## src/rtl/checksum_frame_receiver_core_defines.svh

```systemverilog
// assertion macros used by the frame receiver core
`ifndef CHECKSUM_FRAME_RECEIVER_CORE_DEFINES_SVH
`define CHECKSUM_FRAME_RECEIVER_CORE_DEFINES_SVH

`ifndef NO_ASSERTIONS
// concurrent check, sampled on clk, off while rst is high
`define CFR_ASSERT(label, prop) \
  label: assert property (@(posedge clk) disable iff (rst) prop) \
    else $error("frame receiver check failed");
// concurrent check that also holds during reset
`define CFR_ASSERT_ALWAYS(label, prop) \
  label: assert property (@(posedge clk) prop) \
    else $error("frame receiver check failed");
`else
`define CFR_ASSERT(label, prop)
`define CFR_ASSERT_ALWAYS(label, prop)
`endif

`endif

```

## src/rtl/cfr_pkg.sv

```systemverilog
// types and constants of the checksum frame receiver
package cfr_pkg;

  localparam int unsigned CFG_IDX_W  = 2;
  localparam int unsigned CFG_DATA_W = 8;
  localparam int unsigned INDEX_W    = 9;

  localparam logic [CFG_IDX_W-1:0] CFG_DEVICE_ADDRESS = 2'd0;
  localparam logic [CFG_IDX_W-1:0] CFG_HEAD_BYTE      = 2'd1;
  localparam logic [CFG_IDX_W-1:0] CFG_END_BYTE       = 2'd2;

  localparam logic KIND_BYTE  = 1'b0;
  localparam logic KIND_CLEAR = 1'b1;

  typedef enum logic [2:0] {
    PH_HEAD     = 3'd0,
    PH_ADDRESS  = 3'd1,
    PH_COMMAND  = 3'd2,
    PH_LENGTH   = 3'd3,
    PH_DATA     = 3'd4,
    PH_CHECKSUM = 3'd5,
    PH_END      = 3'd6
  } phase_t;

  typedef struct packed {
    logic       kind;
    logic [7:0] rx_byte;
  } rx_item_t;

  typedef struct packed {
    logic               store_valid;
    logic [INDEX_W-1:0] store_index;
    logic [7:0]         store_value;
    logic               frame_done;
    logic               checksum_error;
    logic               end_error;
    logic               frame_ready;
    logic [2:0]         parse_phase;
  } result_t;

endpackage

```

## src/rtl/cfr_rx_if.sv

```systemverilog
// input channel: received bytes and clear requests
interface cfr_rx_if;
  logic              valid;
  logic              ready;
  cfr_pkg::rx_item_t data;

  modport source (output valid, output data, input ready);
  modport sink (input valid, input data, output ready);
endinterface

```

## src/rtl/cfr_res_if.sv

```systemverilog
// output channel: one result per input beat
interface cfr_res_if;
  logic             valid;
  logic             ready;
  cfr_pkg::result_t data;

  modport source (output valid, output data, input ready);
  modport sink (input valid, input data, output ready);
endinterface

```

## src/rtl/checksum_frame_receiver_core.sv

```systemverilog
// flow: an accepted beat goes into the input register, then its parse result into the result register
// throughput: one beat per cycle while results are taken; one parse step sits between the input
// register and the result register, and the result register frees the input side
// every input beat gives exactly one result beat
// reset: synchronous, active high; clears parser state, ready flag, valid bits and config registers
`include "checksum_frame_receiver_core_defines.svh"

module checksum_frame_receiver_core (
  input  logic                               clk,
  input  logic                               rst,
  input  logic                               cfg_wr_en,
  input  logic [cfr_pkg::CFG_IDX_W-1:0]      cfg_index,
  input  logic [cfr_pkg::CFG_DATA_W-1:0]     cfg_data,
  cfr_rx_if.sink                             rx_chan,
  cfr_res_if.source                          res_chan
);

  logic [7:0] device_address;
  logic [7:0] head_byte;
  logic [7:0] end_byte;

  // input stage
  logic              s1_valid;
  cfr_pkg::rx_item_t s1_item;
  logic              s1_adv;

  // parser state
  cfr_pkg::phase_t                  phase, phase_next;
  logic [cfr_pkg::INDEX_W-1:0]      byte_count, byte_count_next;
  logic [7:0]                       running_sum, running_sum_next;
  logic [7:0]                       bytes_left, bytes_left_next;
  logic                             ready_flag, ready_flag_next;

  logic                             store;
  logic                             done;
  logic                             cs_err;
  logic                             end_err;
  logic [cfr_pkg::INDEX_W-1:0]      idx_base;
  cfr_pkg::result_t                 result_next;

  // result register
  logic             res_valid;
  cfr_pkg::result_t res_data;

  always_ff @(posedge clk) begin
    if (rst) begin
      device_address <= '0;
      head_byte      <= '0;
      end_byte       <= '0;
    end else if (cfg_wr_en) begin
      unique case (cfg_index)
        cfr_pkg::CFG_DEVICE_ADDRESS: device_address <= cfg_data;
        cfr_pkg::CFG_HEAD_BYTE:      head_byte      <= cfg_data;
        cfr_pkg::CFG_END_BYTE:       end_byte       <= cfg_data;
        default: ;
      endcase
    end
  end

  assign s1_adv        = s1_valid && (!res_valid || res_chan.ready);
  assign rx_chan.ready = !s1_valid || s1_adv;

  always_ff @(posedge clk) begin
    if (rst) begin
      s1_valid <= 1'b0;
    end else if (rx_chan.ready) begin
      s1_valid <= rx_chan.valid;
    end
  end

  always_ff @(posedge clk) begin
    if (rx_chan.ready && rx_chan.valid) begin
      s1_item <= rx_chan.data;
    end
  end

  always_ff @(posedge clk) begin
    if (rst) begin
      phase       <= cfr_pkg::PH_HEAD;
      byte_count  <= '0;
      running_sum <= '0;
      bytes_left  <= '0;
      ready_flag  <= 1'b0;
    end else if (s1_adv) begin
      phase       <= phase_next;
      byte_count  <= byte_count_next;
      running_sum <= running_sum_next;
      bytes_left  <= bytes_left_next;
      ready_flag  <= ready_flag_next;
    end
  end

  always_comb begin
    phase_next       = phase;
    running_sum_next = running_sum;
    bytes_left_next  = bytes_left;
    ready_flag_next  = ready_flag;
    idx_base         = byte_count;
    store            = 1'b0;
    done             = 1'b0;
    cs_err           = 1'b0;
    end_err          = 1'b0;
    if (s1_item.kind == cfr_pkg::KIND_CLEAR) begin
      ready_flag_next = 1'b0;
    end else if (!ready_flag) begin
      unique case (phase)
        cfr_pkg::PH_HEAD: begin
          if (s1_item.rx_byte == head_byte) begin
            running_sum_next = s1_item.rx_byte;
            idx_base         = '0;
            store            = 1'b1;
            phase_next       = cfr_pkg::PH_ADDRESS;
          end
        end
        cfr_pkg::PH_ADDRESS: begin
          if (s1_item.rx_byte == device_address) begin
            running_sum_next = 8'(running_sum + s1_item.rx_byte);
            store            = 1'b1;
            phase_next       = cfr_pkg::PH_COMMAND;
          end
        end
        cfr_pkg::PH_COMMAND: begin
          running_sum_next = 8'(running_sum + s1_item.rx_byte);
          store            = 1'b1;
          phase_next       = cfr_pkg::PH_LENGTH;
        end
        cfr_pkg::PH_LENGTH: begin
          running_sum_next = 8'(running_sum + s1_item.rx_byte);
          bytes_left_next  = s1_item.rx_byte;
          store            = 1'b1;
          // zero length goes straight to the checksum
          phase_next       = (s1_item.rx_byte == 8'd0) ? cfr_pkg::PH_CHECKSUM
                                                       : cfr_pkg::PH_DATA;
        end
        cfr_pkg::PH_DATA: begin
          running_sum_next = 8'(running_sum + s1_item.rx_byte);
          store            = 1'b1;
          if (bytes_left <= 8'd1) begin
            bytes_left_next = '0;
            phase_next      = cfr_pkg::PH_CHECKSUM;
          end else begin
            bytes_left_next = 8'(bytes_left - 8'd1);
          end
        end
        cfr_pkg::PH_CHECKSUM: begin
          store = 1'b1;
          if (s1_item.rx_byte != running_sum) begin
            cs_err     = 1'b1;
            phase_next = cfr_pkg::PH_HEAD;
          end else begin
            phase_next = cfr_pkg::PH_END;
          end
        end
        cfr_pkg::PH_END: begin
          store = 1'b1;
          if (s1_item.rx_byte == end_byte) begin
            ready_flag_next = 1'b1;
            done            = 1'b1;
          end else begin
            end_err = 1'b1;
          end
          phase_next = cfr_pkg::PH_HEAD;
        end
        default: begin
          phase_next = cfr_pkg::PH_HEAD;
        end
      endcase
    end

    // index saturates at all ones
    if (store && (idx_base != '1)) begin
      byte_count_next = idx_base + {{(cfr_pkg::INDEX_W-1){1'b0}}, 1'b1};
    end else if (store) begin
      byte_count_next = idx_base;
    end else begin
      byte_count_next = byte_count;
    end

    result_next.store_valid    = store;
    result_next.store_index    = store ? idx_base : '0;
    result_next.store_value    = store ? s1_item.rx_byte : '0;
    result_next.frame_done     = done;
    result_next.checksum_error = cs_err;
    result_next.end_error      = end_err;
    result_next.frame_ready    = ready_flag_next;
    result_next.parse_phase    = 3'(phase_next);
  end

  always_ff @(posedge clk) begin
    if (rst) begin
      res_valid <= 1'b0;
    end else if (s1_adv) begin
      res_valid <= 1'b1;
    end else if (res_chan.ready) begin
      res_valid <= 1'b0;
    end
  end

  always_ff @(posedge clk) begin
    if (s1_adv) begin
      res_data <= result_next;
    end
  end

  assign res_chan.valid = res_valid;
  assign res_chan.data  = res_data;

  // input side stalls only while both stages are full and the result waits
  `CFR_ASSERT(a_stall_cause, !rx_chan.ready |-> (s1_valid && res_valid && !res_chan.ready))
  // a byte seen while a frame awaits software never reaches the buffer
  `CFR_ASSERT(a_ready_blocks_store,
    (s1_adv && (s1_item.kind == cfr_pkg::KIND_BYTE) && ready_flag) |=> !res_data.store_valid)
  // a clear request always drops the ready flag
  `CFR_ASSERT(a_clear_drops_flag,
    (s1_adv && (s1_item.kind == cfr_pkg::KIND_CLEAR)) |=> !ready_flag)
  // parser state moves only when a beat advances
  `CFR_ASSERT(a_phase_holds, !s1_adv |=> ($stable(phase) && $stable(ready_flag)))
  // at most one of done and the two error pulses per result
  `CFR_ASSERT_ALWAYS(a_one_outcome,
    res_valid |-> $onehot0({res_data.frame_done, res_data.checksum_error, res_data.end_error}))

endmodule

```

## src/flat_wrapper.sv

```systemverilog
// flat-port wrapper written by rule: the top's interface ports become plain ports
module checksum_frame_receiver_core_flat 
  (clk, rst, cfg_wr_en, cfg_index, cfg_data, rx_chan_valid, rx_chan_data, rx_chan_ready, res_chan_valid, res_chan_data, res_chan_ready);
  cfr_rx_if rx_chan_i ();
  cfr_res_if res_chan_i ();
  input  logic clk;
  input  logic rst;
  input  logic cfg_wr_en;
  input  logic [cfr_pkg::CFG_IDX_W-1:0] cfg_index;
  input  logic [cfr_pkg::CFG_DATA_W-1:0] cfg_data;
  input wire logic [$bits(rx_chan_i.valid)-1:0] rx_chan_valid;
  input wire logic [$bits(rx_chan_i.data)-1:0] rx_chan_data;
  output wire logic [$bits(rx_chan_i.ready)-1:0] rx_chan_ready;
  output wire logic [$bits(res_chan_i.valid)-1:0] res_chan_valid;
  output wire logic [$bits(res_chan_i.data)-1:0] res_chan_data;
  input wire logic [$bits(res_chan_i.ready)-1:0] res_chan_ready;
  assign rx_chan_i.valid = rx_chan_valid;
  assign rx_chan_i.data = rx_chan_data;
  assign rx_chan_ready = rx_chan_i.ready;
  assign res_chan_valid = res_chan_i.valid;
  assign res_chan_data = res_chan_i.data;
  assign res_chan_i.ready = res_chan_ready;
  checksum_frame_receiver_core u_core (.clk(clk), .rst(rst), .cfg_wr_en(cfg_wr_en), .cfg_index(cfg_index), .cfg_data(cfg_data), .rx_chan(rx_chan_i), .res_chan(res_chan_i));
endmodule
```

## config.mk

```make
export PLATFORM = sky130hd
export DESIGN_NAME = checksum_frame_receiver_core_flat
export DESIGN_NICKNAME = d
export VERILOG_FILES = /design/src/rtl/cfr_pkg.sv /design/src/rtl/cfr_rx_if.sv /design/src/rtl/cfr_res_if.sv /design/src/rtl/checksum_frame_receiver_core.sv /design/src/flat_wrapper.sv
export VERILOG_INCLUDE_DIRS = /design/src /design/src/rtl
export SDC_FILE = /design/constraint.sdc
export NUM_CORES = 1
export LEC_CHECK = 0
export ABC_CLOCK_PERIOD_IN_PS = 3300
export BUFFER_PORTS_ARGS = -buffer_cell sky130_fd_sc_hd__buf_2
export CORE_ASPECT_RATIO = 1.75
export CORE_MARGIN = 5
export CORE_UTILIZATION = 50
export CTS_CLUSTER_SIZE = 40
export DETAILED_ROUTE_END_ITERATION = 10
export GPL_TIMING_DRIVEN = 1
export PLACE_DENSITY = 0.7
export SYNTH_ARGS = -nofsm -noshare
export SYNTH_HDL_FRONTEND = slang
export SYNTH_SLANG_ARGS = --single-unit
```

## constraint.sdc

```tcl
create_clock -name clk -period 3.3 [get_ports clk]
set_clock_uncertainty 0.15 [all_clocks]
set_input_delay 0.495 -clock clk [delete_from_list [all_inputs] [get_ports clk]]
set_output_delay 0.495 -clock clk [all_outputs]
set_load 0.005 [all_outputs]
```

==> results_dict.tcl <==
set metrics [dict create \
    antenna_found_initial 0 \
    asyncSetResetFlopFracSynth_pct 0 \
    routed_wl_um 11500 \
    clock_latency_ns 0.34 \
    power.share.clock_pct 40.5 \
    tightest_slew_ns 1.12 \
    dpl-instance-area_um2 5040 \
    placeableCoreArea_um2 9410 \
    viasPerCell 5.82 \
    grt_max_degree 61 \
    wire_per_inst_um 17.6 \
    grt_setup_unrepaired "no" \
    gr-max-usage-layer "met2" \
    crit_chain "xnor2_1 > nand4_1 > or3b_4 > nand3_1 > nor2_1 > ha_1 > nor4b_1 > and3_1 > mux2_1" \
    synth_largest_area_cell "dfxtp_1" \
    startpoint "u_core.s1_item[4]$_DFFE_PP_" \
    synth_area_leaders "dfxtp_1, edfxtp_1, mux2i_1" \
    r2r-start "u_core.s1_item[4]$_DFFE_PP_" \
    grt_use_met2_pct 37.1 \
    share_seq_of_total_power_pct 51.0 \
    crit_path_max_incr_delay_ns 0.50 \
    p_sw_share_pct 24.3 \
    critPathLaunchType "register" \
    crit_slowest_cell "or3b_4" \
    ant_nets 0 \
    htreeDepth 3 \
    area_growth_pct 11.9 \
    synth_top_area_share_pct 23.2 \
    cts_tree "yes" \
    hold_path_class "input pin to register" \
    globalRouteMet1Util_pct 20.4 \
    critPathCaptureType "register" \
    ir_worst_vdd_mv 0.294 \
    max_cap_violations 0 \
    grt_usage_pct 20.4 \
    setup_viol 0 \
    ios 51 \
    rows 47 \
    grt.overflow.total 0 \
    synth-edff-count 34 \
    routabilityCongestion 0.913 \
    clk_pin_slew_ns 0.07 \
    syn_area_per_cell_um2 9.81 \
    cp_num_buf_inv 0 \
    slew_headroom_pct 25.1 \
    syn_inst 484 \
    ctsResizeCount 0 \
    layout-drive-gt1-share_pct 17.8 \
    drc 0 \
    cts_made_buffers 9 \
    crit_fanout 8 \
    finalCritPeriodShare_pct 87.3 \
    design_area_um2 5320 \
    max_freq_mhz 347 \
    hpwl_um 8840 \
    fp.dieH_um 139 \
    final_nets 564 \
    cts-root-buf "clkbuf_16" \
    die_x_um 83.7 \
    synth-xor-area-share_pct 5.82 \
    synthMuxAreaShare_pct 5.72 \
    r2r_slack_ns 0.42 \
    slew_violations 0 \
    p_switching_w 0.000564 \
    n_antenna_cell 0 \
    ys_ff_latch 89 \
    critPathKind "register to register" \
    reg2reg_to "u_core.byte_count[7]$_SDFFE_PP0P_" \
    synth_compound_area_share_pct 14.4 \
    cts_buffer_depth 2 \
    synth_cell_type_count 72 \
    crit_required_ns 3.38 \
    drt_iter0_markers 243 \
    synth_warnings 0 \
    port_buffers 50 \
    synth.yosys.seq_area_share_pct 44.7 \
    p_leak_nw 2.03 \
    utilization_pct 56.5 \
    hold_start "rx_chan_data[2]" \
    crit_family "simple AND/OR/NAND/NOR gates" \
    combinationalPowerShare_pct 8.5 \
    cts.sinks 89 \
    synthAdderAreaFrac_pct 3.06 \
    fin_setup_tns_ns 0 \
    p_int_w 0.00176 \
    run_status "completed" \
    vias 3816 \
    power.density_nw_per_um2 437 \
    arrival_ns 2.96 \
    met3_usage_pct 4.04 \
    rr_worst_depth 9 \
    grt_pass1_vias 3770 \
    grt_pass1_wl_um 18700 \
    initial_core_util_pct 50.5 \
    synth_top_family_by_area "simple AND/OR/NAND/NOR gates" \
    syn_nets 519 \
    yosysMostFrequentCell "nor2_1" \
    worst_hold_path.num_cells 1 \
    netlist_area_um2 4750 \
    cts_setup_buffers 0 \
    postCtsHoldBufs 0 \
    synth_common_cells "nor2_1, dfxtp_1, edfxtp_1, mux2i_1, xnor2_1" \
    synth-simple-area-share_pct 20.2 \
    final_hold_viol_count 0 \
    period_needed_ns 2.88 \
    die_area_um2 11600 \
    hold_slack_ns 0.187 \
    whs_endpoint "u_core.s1_item[2]$_DFFE_PP_" \
    dr.pass1.iters 4 \
    synth_ff_type "dfxtp_1" \
]
-- registers in the layout (all words and copies together) (netlist names), 3 cells and up --
register	count
u_core.bytes_left	8
u_core.device_address	8
u_core.s1_item	9
u_core.head_byte	8
u_core.end_byte	8
u_core.phase	3
u_core.running_sum	8
u_core.byte_count	9
u_core.res_chan.data	25
-- cells in the final DEF (no fill, tap or decap), types with 18 or more instances in the layout --
cell type  instances
mux2i_1           26
nand2_1           19
inv_1             19
edfxtp_1          34
nor2_1            66
xnor2_1           26
o21ai_0           18
dfxtp_1           55
buf_2             50
a21oi_1           23
-- layout make-up --
type	instances	area [µm²]
Clock inverter	6	43.8
Timing Repair Buffer	64	355
Fill cell	879	4090
Multi-Input combinational cell	345	2340
Inverter	20	75.1
Sequential cell	89	2120
Tap cell	122	153
Clock buffer	10	229
-- power groups by stage --
stage          clock network [W]  registers (W)  logic [W]
2_1_floorplan                  0        0.00121   0.000136
3_3_place_gp                   0        0.00121   0.000195
3_5_place_dp                   0        0.00121   0.000199
4_1_cts                 0.000960        0.00119   0.000200
5_1_grt                  0.00100        0.00119   0.000216
6_report                0.000941        0.00119   0.000198
-- stage by stage --
stage | total power (W) | cells | setup slack (ns)
floorplan | 0.00134 | 484 | 0.598
global placement | 0.00140 | 640 | 0.605
detailed placement | 0.00141 | 640 | 0.464
CTS | 0.00234 | 656 | 0.429
global route | 0.00241 | 656 | 0.273
finish | 0.00232 | 656 | 0.418
-- layer usage --
metal  vias to the layer above  part of all wire, %  routed length (µm)
li1                       1853                    -                   -
met1                      1801                   35                4020
met2                       118                   54                6280
met3                        44                  4.1                 478
met4                         0                  6.6                 758
met5                         -                    0                   0
-- cell families after synthesis --
family,after synthesis
adder cells (fa/ha/maj),11
XOR/XNOR,29
AND/OR/NAND/NOR,182
multiplexers,27
flip-flops,89
buffers and inverters,50
AO/OA/AOI/OAI,96
-- worst max-delay path by stage --
| stage | endpoint | cells after the start |
|---|---|---|
| 6_report | u_core.byte_count[7]$_SDFFE_PP0P_ | 9 |
| 5_1_grt | u_core.byte_count[2]$_SDFFE_PP0P_ | 10 |
| 3_5_place_dp | u_core.byte_count[7]$_SDFFE_PP0P_ | 9 |
| 3_3_place_gp | u_core.byte_count[7]$_SDFFE_PP0P_ | 9 |
| 4_1_cts | u_core.byte_count[7]$_SDFFE_PP0P_ | 9 |
| 2_1_floorplan | u_core.byte_count[7]$_SDFFE_PP0P_ | 10 |
Note: power is estimated with default switching activity, not from simulation.
